`config.mk`:
```
export PLATFORM = sky130hd
export DESIGN_NAME = trickle_pending_forward_queue
export DESIGN_NICKNAME = d
export VERILOG_FILES = /design/src/design/tpfq_pkg.sv /design/src/design/trickle_pending_forward_queue.sv /design/src/design/tpfq_front.sv /design/src/design/tpfq_back.sv
export SDC_FILE = /design/constraint.sdc
export NUM_CORES = 2
export LEC_CHECK = 0
export BUFFER_PORTS_ARGS = -buffer_cell sky130_fd_sc_hd__buf_4
export CORE_ASPECT_RATIO = 0.5
export CORE_UTILIZATION = 43
export DETAILED_ROUTE_END_ITERATION = 12
export GPL_ROUTABILITY_DRIVEN = 0
export SLEW_MARGIN = 10
export SYNTH_ARGS = -nofsm -noshare
export SYNTH_HDL_FRONTEND = slang
export SYNTH_HIERARCHICAL = 1
export SYNTH_SLANG_ARGS = --single-unit
```
`constraint.sdc`:
```
create_clock -name aclk -period 19.8 [get_ports aclk]
set_clock_uncertainty 0.05 [all_clocks]
set_input_delay 5.94 -clock aclk [delete_from_list [all_inputs] [get_ports aclk]]
set_output_delay 5.94 -clock aclk [all_outputs]
set_load 0.005 [all_outputs]
```
`src/design/tpfq_pkg.sv`:
```
// shared types and codes of the pending forward queue
package tpfq_pkg;

    typedef enum logic [1:0] {
        OP_ARRIVAL   = 2'd0,
        OP_DUPLICATE = 2'd1,
        OP_FIRING    = 2'd2,
        OP_TICK      = 2'd3
    } op_t;

    typedef enum logic [2:0] {
        KIND_NONE     = 3'd0,
        KIND_FORWARD  = 3'd1,
        KIND_SUPPRESS = 3'd2,
        KIND_EXPIRED  = 3'd3,
        KIND_REJECTED = 3'd4
    } kind_t;

    typedef enum logic [1:0] {
        TCMD_NONE  = 2'd0,
        TCMD_START = 2'd1,
        TCMD_STOP  = 2'd2
    } tcmd_t;

    localparam logic [1:0] REG_MAX_DELAY = 2'd0;
    localparam logic [1:0] REG_ONE_PER_FIRING = 2'd1;
    localparam logic [1:0] REG_HEAD_OF_LINE = 2'd2;
    localparam logic [1:0] REG_DUP_THRESHOLD = 2'd3;

    localparam int MAX_RESULTS = 16;

    typedef struct packed {
        logic [1:0]  op;
        logic [63:0] originator;
        logic [7:0]  seq_no;
        logic [15:0] packet_handle;
    } request_t;

    typedef struct packed {
        logic [2:0]  kind;
        logic [15:0] out_handle;
        logic        consistent_event;
        logic [1:0]  timer_command;
        logic        last;
    } result_t;

endpackage

```
`src/design/trickle_pending_forward_queue.sv`:
```
// top level of the pending forward queue
//
// Holds packets waiting for the trickle timer to let them go.
// s_axis carries requests: op in tuser; originator, sequence number and
// handle in tdata. m_axis carries results: kind in tuser; handle,
// consistent event and timer command in tdata; m_axis_tlast marks the
// final result of a request.
// cfg_* writes the four registers (index 0 max_delay, 1 one_per_firing,
// 2 head_of_line_only, 3 duplicate_threshold); the user writes them only
// while the block is idle, which the block itself does not enforce.
// A two-entry input queue decouples the request side from the sequencer.
// The sequencer handles one request at a time and takes the next only when
// its result register is free or being read: an arrival registers its
// result in the cycle after it is taken, a duplicate compares one queue
// entry a cycle, and a firing or tick gives up to 16 results, each read
// from the entry memory in ST_READ and emitted in ST_EMIT.
// Reset empties the queue, zeroes time, stops the timer and loads the
// register defaults; entries need no clearing.
// When m_axis_tready is low the sequencer holds its result and waits; the
// input queue keeps taking requests until it fills.
module trickle_pending_forward_queue import tpfq_pkg::*; #(
    parameter int QUEUE_DEPTH = 16,
    parameter int TIME_WIDTH  = 32
) (
    input  logic        aclk,
    input  logic        aresetn,
    input  logic        s_axis_tvalid,
    output logic        s_axis_tready,
    input  logic [87:0] s_axis_tdata,   // originator, seq_no, packet_handle
    input  logic [1:0]  s_axis_tuser,   // op
    output logic        m_axis_tvalid,
    input  logic        m_axis_tready,
    output logic [23:0] m_axis_tdata,   // out_handle, consistent_event, timer_command, pad
    output logic [2:0]  m_axis_tuser,   // kind
    output logic        m_axis_tlast,
    input  logic        cfg_valid,
    output logic        cfg_ready,
    input  logic [1:0]  cfg_index,
    input  logic [15:0] cfg_data
);
    request_t    s_req;
    request_t    q_req;
    result_t     res;
    logic        q_valid;
    logic        q_ready;
    logic [15:0] max_delay_reg;
    logic        one_per_firing_reg;
    logic        head_of_line_reg;
    logic [15:0] dup_threshold_reg;

    assign s_req.op            = s_axis_tuser;
    assign s_req.originator    = s_axis_tdata[63:0];
    assign s_req.seq_no        = s_axis_tdata[71:64];
    assign s_req.packet_handle = s_axis_tdata[87:72];
    assign cfg_ready           = 1'b1;

    always_ff @(posedge aclk) begin
        if (!aresetn) begin
            max_delay_reg      <= 16'd500;
            one_per_firing_reg <= 1'b0;
            head_of_line_reg   <= 1'b0;
            dup_threshold_reg  <= 16'd0;
        end else if (cfg_valid) begin
            unique case (cfg_index)
                REG_MAX_DELAY:      max_delay_reg <= cfg_data;
                REG_ONE_PER_FIRING: one_per_firing_reg <= cfg_data[0];
                REG_HEAD_OF_LINE:   head_of_line_reg <= cfg_data[0];
                REG_DUP_THRESHOLD:  dup_threshold_reg <= cfg_data;
                default:            ;
            endcase
        end
    end

    tpfq_front u_front (
        .aclk      (aclk),
        .aresetn   (aresetn),
        .in_valid  (s_axis_tvalid),
        .in_ready  (s_axis_tready),
        .in_req    (s_req),
        .out_valid (q_valid),
        .out_ready (q_ready),
        .out_req   (q_req)
    );

    tpfq_back #(
        .QUEUE_DEPTH (QUEUE_DEPTH),
        .TIME_WIDTH  (TIME_WIDTH)
    ) u_back (
        .aclk                (aclk),
        .aresetn             (aresetn),
        .in_valid            (q_valid),
        .in_ready            (q_ready),
        .in_req              (q_req),
        .max_delay           (max_delay_reg),
        .one_per_firing      (one_per_firing_reg),
        .head_of_line_only   (head_of_line_reg),
        .duplicate_threshold (dup_threshold_reg),
        .out_valid           (m_axis_tvalid),
        .out_ready           (m_axis_tready),
        .out_res             (res)
    );

    assign m_axis_tdata = {5'b00000, res.timer_command, res.consistent_event,
                           res.out_handle};
    assign m_axis_tuser = res.kind;
    assign m_axis_tlast = res.last;
endmodule

```
`src/design/tpfq_front.sv`:
```
// input side: takes requests into a two-entry queue
module tpfq_front import tpfq_pkg::*; (
    input  logic     aclk,
    input  logic     aresetn,
    input  logic     in_valid,
    output logic     in_ready,
    input  request_t in_req,
    output logic     out_valid,
    input  logic     out_ready,
    output request_t out_req
);
    request_t   slot_reg [2];
    logic [1:0] count_reg;
    logic       rd_reg;
    logic       wr_reg;
    logic       push;
    logic       pop;

    assign in_ready  = count_reg != 2'd2;
    assign out_valid = count_reg != 2'd0;
    assign out_req   = slot_reg[rd_reg];
    assign push      = in_valid && in_ready;
    assign pop       = out_valid && out_ready;

    always_ff @(posedge aclk) begin
        if (push) begin
            slot_reg[wr_reg] <= in_req;
        end
        if (!aresetn) begin
            count_reg <= 2'd0;
            rd_reg    <= 1'b0;
            wr_reg    <= 1'b0;
        end else begin
            if (push) wr_reg <= ~wr_reg;
            if (pop) rd_reg <= ~rd_reg;
            count_reg <= count_reg + {1'b0, push} - {1'b0, pop};
        end
    end
endmodule

```
`src/design/tpfq_back.sv`:
```
// queue state and sequencer that executes one request at a time
module tpfq_back import tpfq_pkg::*; #(
    parameter int QUEUE_DEPTH = 16,
    parameter int TIME_WIDTH  = 32
) (
    input  logic        aclk,
    input  logic        aresetn,
    input  logic        in_valid,
    output logic        in_ready,
    input  request_t    in_req,
    input  logic [15:0] max_delay,
    input  logic        one_per_firing,
    input  logic        head_of_line_only,
    input  logic [15:0] duplicate_threshold,
    output logic        out_valid,
    input  logic        out_ready,
    output result_t     out_res
);
    localparam int IW = (QUEUE_DEPTH > 1) ? $clog2(QUEUE_DEPTH) : 1;
    localparam int CW = $clog2(QUEUE_DEPTH + 1);
    localparam int RW = $clog2(MAX_RESULTS + 1);

    typedef enum logic [2:0] {
        ST_IDLE, ST_SEARCH, ST_READ, ST_EMIT, ST_WAIT
    } state_t;

    logic [63:0]           mem_orig [QUEUE_DEPTH];
    logic [7:0]            mem_seq [QUEUE_DEPTH];
    logic [TIME_WIDTH-1:0] mem_dl [QUEUE_DEPTH];
    logic [15:0]           mem_seen [QUEUE_DEPTH];
    logic [15:0]           mem_handle [QUEUE_DEPTH];

    state_t                state_reg;
    request_t              req_reg;
    logic [IW-1:0]         head_reg;
    logic [CW-1:0]         count_reg;
    logic [TIME_WIDTH-1:0] now_reg;
    logic                  running_reg;
    logic [CW-1:0]         idx_reg;
    logic                  found_reg;
    logic                  ev_reg;
    logic [RW-1:0]         nres_reg;
    result_t               res_reg;
    logic                  res_valid_reg;

    // registered read of the head entry
    logic [15:0]           rd_handle_reg;
    logic [15:0]           rd_seen_reg;
    logic [TIME_WIDTH-1:0] rd_dl_reg;
    // deadline of the entry behind the head, to know whether an expiry is the last one
    logic [TIME_WIDTH-1:0] rd_next_dl_reg;
    // registered read of the search entry
    logic [63:0]           sr_orig_reg;
    logic [7:0]            sr_seq_reg;
    logic [15:0]           sr_seen_reg;
    logic [IW-1:0]         sr_slot_reg;
    logic                  sr_valid_reg;

    logic [IW-1:0]         tail_slot;
    logic [IW-1:0]         srch_slot;
    logic [IW-1:0]         next_slot;
    logic                  sup;
    logic                  expired;
    logic [TIME_WIDTH-1:0] tdiff;
    logic                  next_expired;
    logic [TIME_WIDTH-1:0] next_tdiff;
    logic                  match;
    logic                  room;

    function automatic logic [IW-1:0] wrap_add(logic [IW-1:0] a, logic [CW-1:0] b);
        logic [CW:0] s;
        s = {{(CW+1-IW){1'b0}}, a} + {1'b0, b};
        if (s >= (CW+1)'(QUEUE_DEPTH)) s = s - (CW+1)'(QUEUE_DEPTH);
        return s[IW-1:0];
    endfunction

    assign tail_slot    = wrap_add(head_reg, count_reg);
    assign srch_slot    = wrap_add(head_reg, idx_reg);
    assign next_slot    = wrap_add(head_reg, CW'(1));
    assign sup          = duplicate_threshold != 16'd0 && rd_seen_reg >= duplicate_threshold;
    assign tdiff        = now_reg - rd_dl_reg;
    assign expired      = !tdiff[TIME_WIDTH-1];
    assign next_tdiff   = now_reg - rd_next_dl_reg;
    assign next_expired = !next_tdiff[TIME_WIDTH-1];
    assign match        = sr_orig_reg == req_reg.originator && sr_seq_reg == req_reg.seq_no;
    assign room         = !res_valid_reg || out_ready;
    assign in_ready     = state_reg == ST_IDLE && room;
    assign out_valid    = res_valid_reg;
    assign out_res      = res_reg;

    always_ff @(posedge aclk) begin
        rd_handle_reg  <= mem_handle[head_reg];
        rd_seen_reg    <= mem_seen[head_reg];
        rd_dl_reg      <= mem_dl[head_reg];
        rd_next_dl_reg <= mem_dl[next_slot];
        sr_orig_reg    <= mem_orig[srch_slot];
        sr_seq_reg     <= mem_seq[srch_slot];
        sr_seen_reg    <= mem_seen[srch_slot];
        sr_slot_reg    <= srch_slot;
        if (in_valid && in_ready && in_req.op == OP_ARRIVAL
                && count_reg < CW'(QUEUE_DEPTH)) begin
            mem_orig[tail_slot]   <= in_req.originator;
            mem_seq[tail_slot]    <= in_req.seq_no;
            mem_dl[tail_slot]     <= now_reg + TIME_WIDTH'(max_delay);
            mem_seen[tail_slot]   <= 16'd1;
            mem_handle[tail_slot] <= in_req.packet_handle;
        end else if (state_reg == ST_SEARCH && sr_valid_reg && !found_reg && match
                && sr_seen_reg != 16'hFFFF) begin
            mem_seen[sr_slot_reg] <= sr_seen_reg + 16'd1;
        end
    end

    always_ff @(posedge aclk) begin
        if (!aresetn) begin
            state_reg     <= ST_IDLE;
            head_reg      <= '0;
            count_reg     <= '0;
            now_reg       <= '0;
            running_reg   <= 1'b0;
            idx_reg       <= '0;
            found_reg     <= 1'b0;
            ev_reg        <= 1'b0;
            nres_reg      <= '0;
            res_valid_reg <= 1'b0;
            sr_valid_reg  <= 1'b0;
        end else begin
            if (res_valid_reg && out_ready) res_valid_reg <= 1'b0;
            unique case (state_reg)
                ST_IDLE: begin
                    if (in_valid && room) begin
                        req_reg   <= in_req;
                        nres_reg  <= '0;
                        idx_reg   <= '0;
                        found_reg <= 1'b0;
                        unique case (op_t'(in_req.op))
                            OP_ARRIVAL: begin
                                res_reg.consistent_event <= 1'b0;
                                res_reg.last <= 1'b1;
                                res_reg.timer_command <= TCMD_NONE;
                                res_valid_reg <= 1'b1;
                                if (count_reg >= CW'(QUEUE_DEPTH)) begin
                                    res_reg.kind <= KIND_REJECTED;
                                    res_reg.out_handle <= in_req.packet_handle;
                                end else begin
                                    res_reg.kind <= KIND_NONE;
                                    res_reg.out_handle <= 16'd0;
                                    count_reg <= count_reg + CW'(1);
                                    if (!running_reg) begin
                                        running_reg <= 1'b1;
                                        res_reg.timer_command <= TCMD_START;
                                    end
                                end
                                state_reg <= ST_WAIT;
                            end
                            OP_DUPLICATE: begin
                                sr_valid_reg <= 1'b0;
                                state_reg <= ST_SEARCH;
                            end
                            OP_FIRING: state_reg <= ST_READ;
                            OP_TICK: begin
                                now_reg <= now_reg + TIME_WIDTH'(1);
                                state_reg <= ST_READ;
                            end
                            default: state_reg <= ST_IDLE;
                        endcase
                    end
                end
                ST_SEARCH: begin
                    // one entry compared per cycle; its read is registered before the comparison
                    if (sr_valid_reg && !found_reg && match) begin
                        found_reg <= 1'b1;
                    end
                    if (sr_valid_reg && sr_slot_reg == head_reg && !found_reg) begin
                        ev_reg <= match;
                    end
                    if (!running_reg || idx_reg >= count_reg
                            || (sr_valid_reg && match) || found_reg) begin
                        // head comparison needed for head-of-line mode
                        if (running_reg) begin
                            if (!head_of_line_only) ev_reg <= 1'b1;
                            else if (count_reg == '0) ev_reg <= 1'b0;
                            else if (!(sr_valid_reg && sr_slot_reg == head_reg)
                                     && idx_reg != '0) begin
                                ev_reg <= ev_reg;
                            end
                        end else begin
                            ev_reg <= 1'b0;
                        end
                        sr_valid_reg <= 1'b0;
                        state_reg <= ST_EMIT;
                    end else begin
                        sr_valid_reg <= 1'b1;
                        idx_reg <= idx_reg + CW'(1);
                    end
                end
                ST_READ: begin
                    // head entry lands in read registers for the next cycle
                    state_reg <= ST_EMIT;
                end
                ST_EMIT: begin
                    if (room) begin
                        res_reg.consistent_event <= 1'b0;
                        res_reg.timer_command    <= TCMD_NONE;
                        res_reg.last             <= 1'b0;
                        res_valid_reg            <= 1'b1;
                        unique case (op_t'(req_reg.op))
                            OP_DUPLICATE: begin
                                res_reg.kind <= KIND_NONE;
                                res_reg.out_handle <= 16'd0;
                                res_reg.consistent_event <= running_reg &&
                                    (!head_of_line_only || (count_reg != '0 && ev_reg));
                                res_reg.last <= 1'b1;
                                state_reg <= ST_WAIT;
                            end
                            OP_FIRING: begin
                                if (running_reg && count_reg != '0
                                        && nres_reg < RW'(MAX_RESULTS)) begin
                                    res_reg.kind <= sup ? KIND_SUPPRESS : KIND_FORWARD;
                                    res_reg.out_handle <= rd_handle_reg;
                                    head_reg <= wrap_add(head_reg, CW'(1));
                                    count_reg <= count_reg - CW'(1);
                                    nres_reg <= nres_reg + RW'(1);
                                    if ((one_per_firing && !sup) || count_reg == CW'(1)
                                            || nres_reg == RW'(MAX_RESULTS - 1)) begin
                                        res_reg.last <= 1'b1;
                                        if (count_reg == CW'(1)) begin
                                            running_reg <= 1'b0;
                                            res_reg.timer_command <= TCMD_STOP;
                                        end
                                        state_reg <= ST_WAIT;
                                    end else begin
                                        state_reg <= ST_READ;
                                    end
                                end else begin
                                    res_reg.kind <= KIND_NONE;
                                    res_reg.out_handle <= 16'd0;
                                    res_reg.last <= 1'b1;
                                    if (running_reg) begin
                                        running_reg <= 1'b0;
                                        res_reg.timer_command <= TCMD_STOP;
                                    end
                                    state_reg <= ST_WAIT;
                                end
                            end
                            default: begin
                                if (count_reg != '0 && expired) begin
                                    res_reg.kind <= KIND_EXPIRED;
                                    res_reg.out_handle <= rd_handle_reg;
                                    head_reg <= wrap_add(head_reg, CW'(1));
                                    count_reg <= count_reg - CW'(1);
                                    nres_reg <= nres_reg + RW'(1);
                                    // final if queue empties, next head survives or 16 are out
                                    if (count_reg == CW'(1) || !next_expired
                                            || nres_reg == RW'(MAX_RESULTS - 1)) begin
                                        res_reg.last <= 1'b1;
                                        if (count_reg == CW'(1) && running_reg) begin
                                            running_reg <= 1'b0;
                                            res_reg.timer_command <= TCMD_STOP;
                                        end
                                        state_reg <= ST_WAIT;
                                    end else begin
                                        state_reg <= ST_READ;
                                    end
                                end else begin
                                    res_reg.kind <= KIND_NONE;
                                    res_reg.out_handle <= 16'd0;
                                    res_reg.last <= 1'b1;
                                    if (count_reg == '0 && running_reg) begin
                                        running_reg <= 1'b0;
                                        res_reg.timer_command <= TCMD_STOP;
                                    end
                                    state_reg <= ST_WAIT;
                                end
                            end
                        endcase
                    end
                end
                ST_WAIT: begin
                    state_reg <= ST_IDLE;
                end
                default: state_reg <= ST_IDLE;
            endcase
        end
    end
endmodule
```
==> flow_summary.json <==
{
  "period_share_pct": 49.4,
  "cts_inserted_buffers": 241,
  "crit_path_end_kind": "register",
  "antenna_left": 0,
  "syn_area_um2": 110000,
  "drtIter0Drc": 4906,
  "initial_utilization_pct": 43.3,
  "cp.arrival_ns": 10.23,
  "start_kind": "primary input",
  "place_area_um2": 116000,
  "cts_resized": 0,
  "avgSynthCellArea_um2": 19.7,
  "cts_sinks": 2739,
  "wl_um": 258000,
  "synth_top_cell_area_share_pct": 66.7,
  "r2r_cells": 8,
  "cap_violations": 0,
  "first_pass_iters": 6,
  "n_fill_cell": 20700,
  "clockBufferDepth": 4,
  "design.die.area_um2": 259000,
  "cp.depth": 8,
  "clkSlewWorstSetupHoldPaths_ns": 0.06,
  "power.density_nw_per_um2": 101,
  "diodes": 0,
  "fin_nets": 6015,
  "yosysMostFrequentCell": "edfxtp_1",
  "area_delta_synth_final_pct": 12.1,
  "hp-class": "reg -> reg",
  "clkLatencyLatePin_ns": 0.91,
  "hold_viol": 0,
  "critPathCapture": "u_back/mem_orig[11][9]",
  "async_flop_share_pct": 0,
  "io_buffers": 137,
  "cpMostUsedCell": "buf_4",
  "critical_path.startpoint": "m_axis_tready",
  "switchingPower_mw": 2.79,
  "regToRegSetupSlack_ns": 13.32,
  "fin_ws_ns": 10.01,
  "layout-drive-gt1-share_pct": 26.8,
  "htreeDepth": 4,
  "vdd_drop_max_mv": 0.0760,
  "yosys-top-cells-area": "edfxtp_1 67%, mux4_2 17%, dfxtp_1 5.2%, nand2_1 1.7%, ha_1 1.3%",
  "critPathSlowestCell": "nor2_4",
  "setup_violations": 0,
  "vias_per_cell": 5.83,
  "grt_start_max_net_pins": 145,
  "pwr-share-comb_pct": 7.1,
  "p_leak_nw": 39.3,
  "drc": 0,
  "r2r_start": "u_back/req_reg[35]",
  "wire_per_inst_um": 27.5,
  "worst_pin_slew_ns": 1.31,
  "power.share.clock_pct": 38.5,
  "wl_met2_um": 126000,
  "io_pins": 144,
  "yosys-top-cells-count": "2453 x edfxtp_1, 832 x mux4_2, 489 x nand2_1",
  "dp_cells": 8930,
  "largest_register_ffs": 1024,
  "synth_edf_count": 2453,
  "status": "completed",
  "synth.yosys.warnings": 6,
  "die_x_um": 719,
  "core_area_um2": 255000,
  "met1_length_um": 112000,
  "fmax_ghz": 0.102,
  "grt_overflow": 0,
  "synth_area_leader_cell": "edfxtp_1",
  "routed-via-count": 54600,
  "largest_register": "u_back/mem_orig",
  "rsz0062_at_grt": "no",
  "reg_top3": "u_back/mem_orig (1024), u_back/mem_dl (512)",
  "place_ws_ns": 9.16,
  "ys_types": 88,
  "finalMaxSlewViolations": 0,
  "relSlewSlack_pct": 12.8,
  "switching_share_pct": 22.2,
  "cts_tree": "built",
  "cp.buffers_inverters": 3,
  "die_y_um": 360,
  "cts_root_buf": "clkbuf_16",
  "antenna_found_initial": 5,
  "crit_family": "simple AND/OR/NAND/NOR gates",
  "max_stage_delay_ns": 0.96,
  "hpwl_um": 144000,
  "wl_met3_um": 14300,
  "stdcell_area_um2": 124000,
  "top_layer": "met4",
  "cp.required_ns": 20.24,
  "grt_first_pass_wirelength_um": 384000,
  "hold_buffers": 0,
  "fin_crit_ns": 9.79,
  "tns_ns": 0,
  "syn_inst": 5597,
  "rows": 131,
  "seqPwrFrac_pct": 54.3,
  "cts_setup_buffers": 0,
  "crit_path_max_fanout": 50,
  "cp_cell_sequence": "buf_4 > nand2b_1 > nand2_1 > nor4_1 > nand2_1 > nor2_4 > buf_4 > buf_4",
  "r2r-end": "u_back/mem_seen[12][10]",
  "ys_seq_area_share_pct": 71.9,
  "ys.flop_type": "edfxtp_1",
  "path_class": "in -> reg",
  "synth-seq-cells": 2739,
  "track_usage_pct": 19.7,
  "grt_pass1_vias": 57600,
  "intPower_mw": 9.76,
  "fin_cells": 9374
}
-- cell families after synthesis --
logic type	synth area share, %
other cells	0.00680
flops	71.9
simple gates	3.80
xor+xnor	1.32
buf+inv	1.57
fa+ha+maj	1.38
mux	18.2
compound gates	1.83
-- how the worst min path moves through the flow --
stage	startpoint	end	depth (start not counted)
after global routing	one_per_firing_reg	one_per_firing_reg	2
final	one_per_firing_reg	one_per_firing_reg	2
after global placement	one_per_firing_reg	one_per_firing_reg	2
after detailed placement	one_per_firing_reg	one_per_firing_reg	2
after CTS	one_per_firing_reg	one_per_firing_reg	2
after floorplan	one_per_firing_reg	one_per_firing_reg	2
-- placed cells by master (no fill, tap or decap), types with 13 or more instances in the layout --
master,Yosys,routed
and3_1,106,105
or3_1,13,13
nor2_1,116,101
nand2b_1,15,15
buf_12,1,15
dfxtp_1,286,281
clkbuf_1,196,48
mux4_2,832,832
nor4_1,27,27
a22o_1,16,16
clkinv_1,1,34
and2_1,13,13
ha_1,117,115
nand4_1,20,20
clkbuf_16,0,245
xnor2_1,60,49
buf_4,7,213
clkbuf_8,9,28
bufinv_16,0,30
mux2_2,91,91
nand2_1,489,489
xor2_1,107,102
inv_1,115,114
a21oi_1,59,58
nand3_1,33,33
a21o_1,20,20
nor2_4,1,15
clkinv_2,0,39
a31oi_1,93,93
nor3_1,20,15
edfxtp_1,2453,2453
o21ai_0,34,34
mux2i_1,30,30
-- worst reg2reg max path: cells and delay by family, from the launching register on --
kind | cells | cell delay (ns)
compound gates | 1 | 1.04
xor+xnor | 1 | 0.25
flops | 1 | 0.39
simple gates | 6 | 4.33
-- area by class of cell --
| type | count | area (um2) | area share, % |
|---|---|---|---|
| sequential | 2739 | 79400 | 64.1 |
| multi-input combinational | 2455 | 29700 | 24.0 |
| clock buffer | 321 | 6700 | 5.41 |
| tap | 3391 | 4240 | 3.43 |
| timing repair buffer | 228 | 1900 | 1.53 |
| clock inverter | 123 | 1390 | 1.12 |
| inverter | 117 | 447 | 0.361 |
-- through the flow --
stage	hold slack (ns)	total power [mW]	util, %
after global routing	0.448	13.0	48.5
after floorplan	0.385	7.49	-
after CTS	0.427	12.7	48.5
after detailed placement	0.418	7.86	45.3
final	0.423	12.5	48.5
after global placement	0.397	7.81	45.3
-- power groups by stage --
stage	Sequential, mW	Combinational [mW]	Clock (mW)
after floorplan	6.93	0.557	0
after global placement	6.94	0.877	0
after detailed placement	6.94	0.912	0
after CTS	6.82	0.914	4.94
after global routing	6.83	0.976	5.16
final	6.82	0.895	4.83
-- routing by layer --
metal / up-vias / track usage, %
li1: 23100 / -
met1: 29400 / 28.1
met2: 1756 / 32.7
met3: 360 / 2.72
met4: 0 / 4.43
met5: - / 0
No activity file was read; power rests on OpenSTA's default activity.
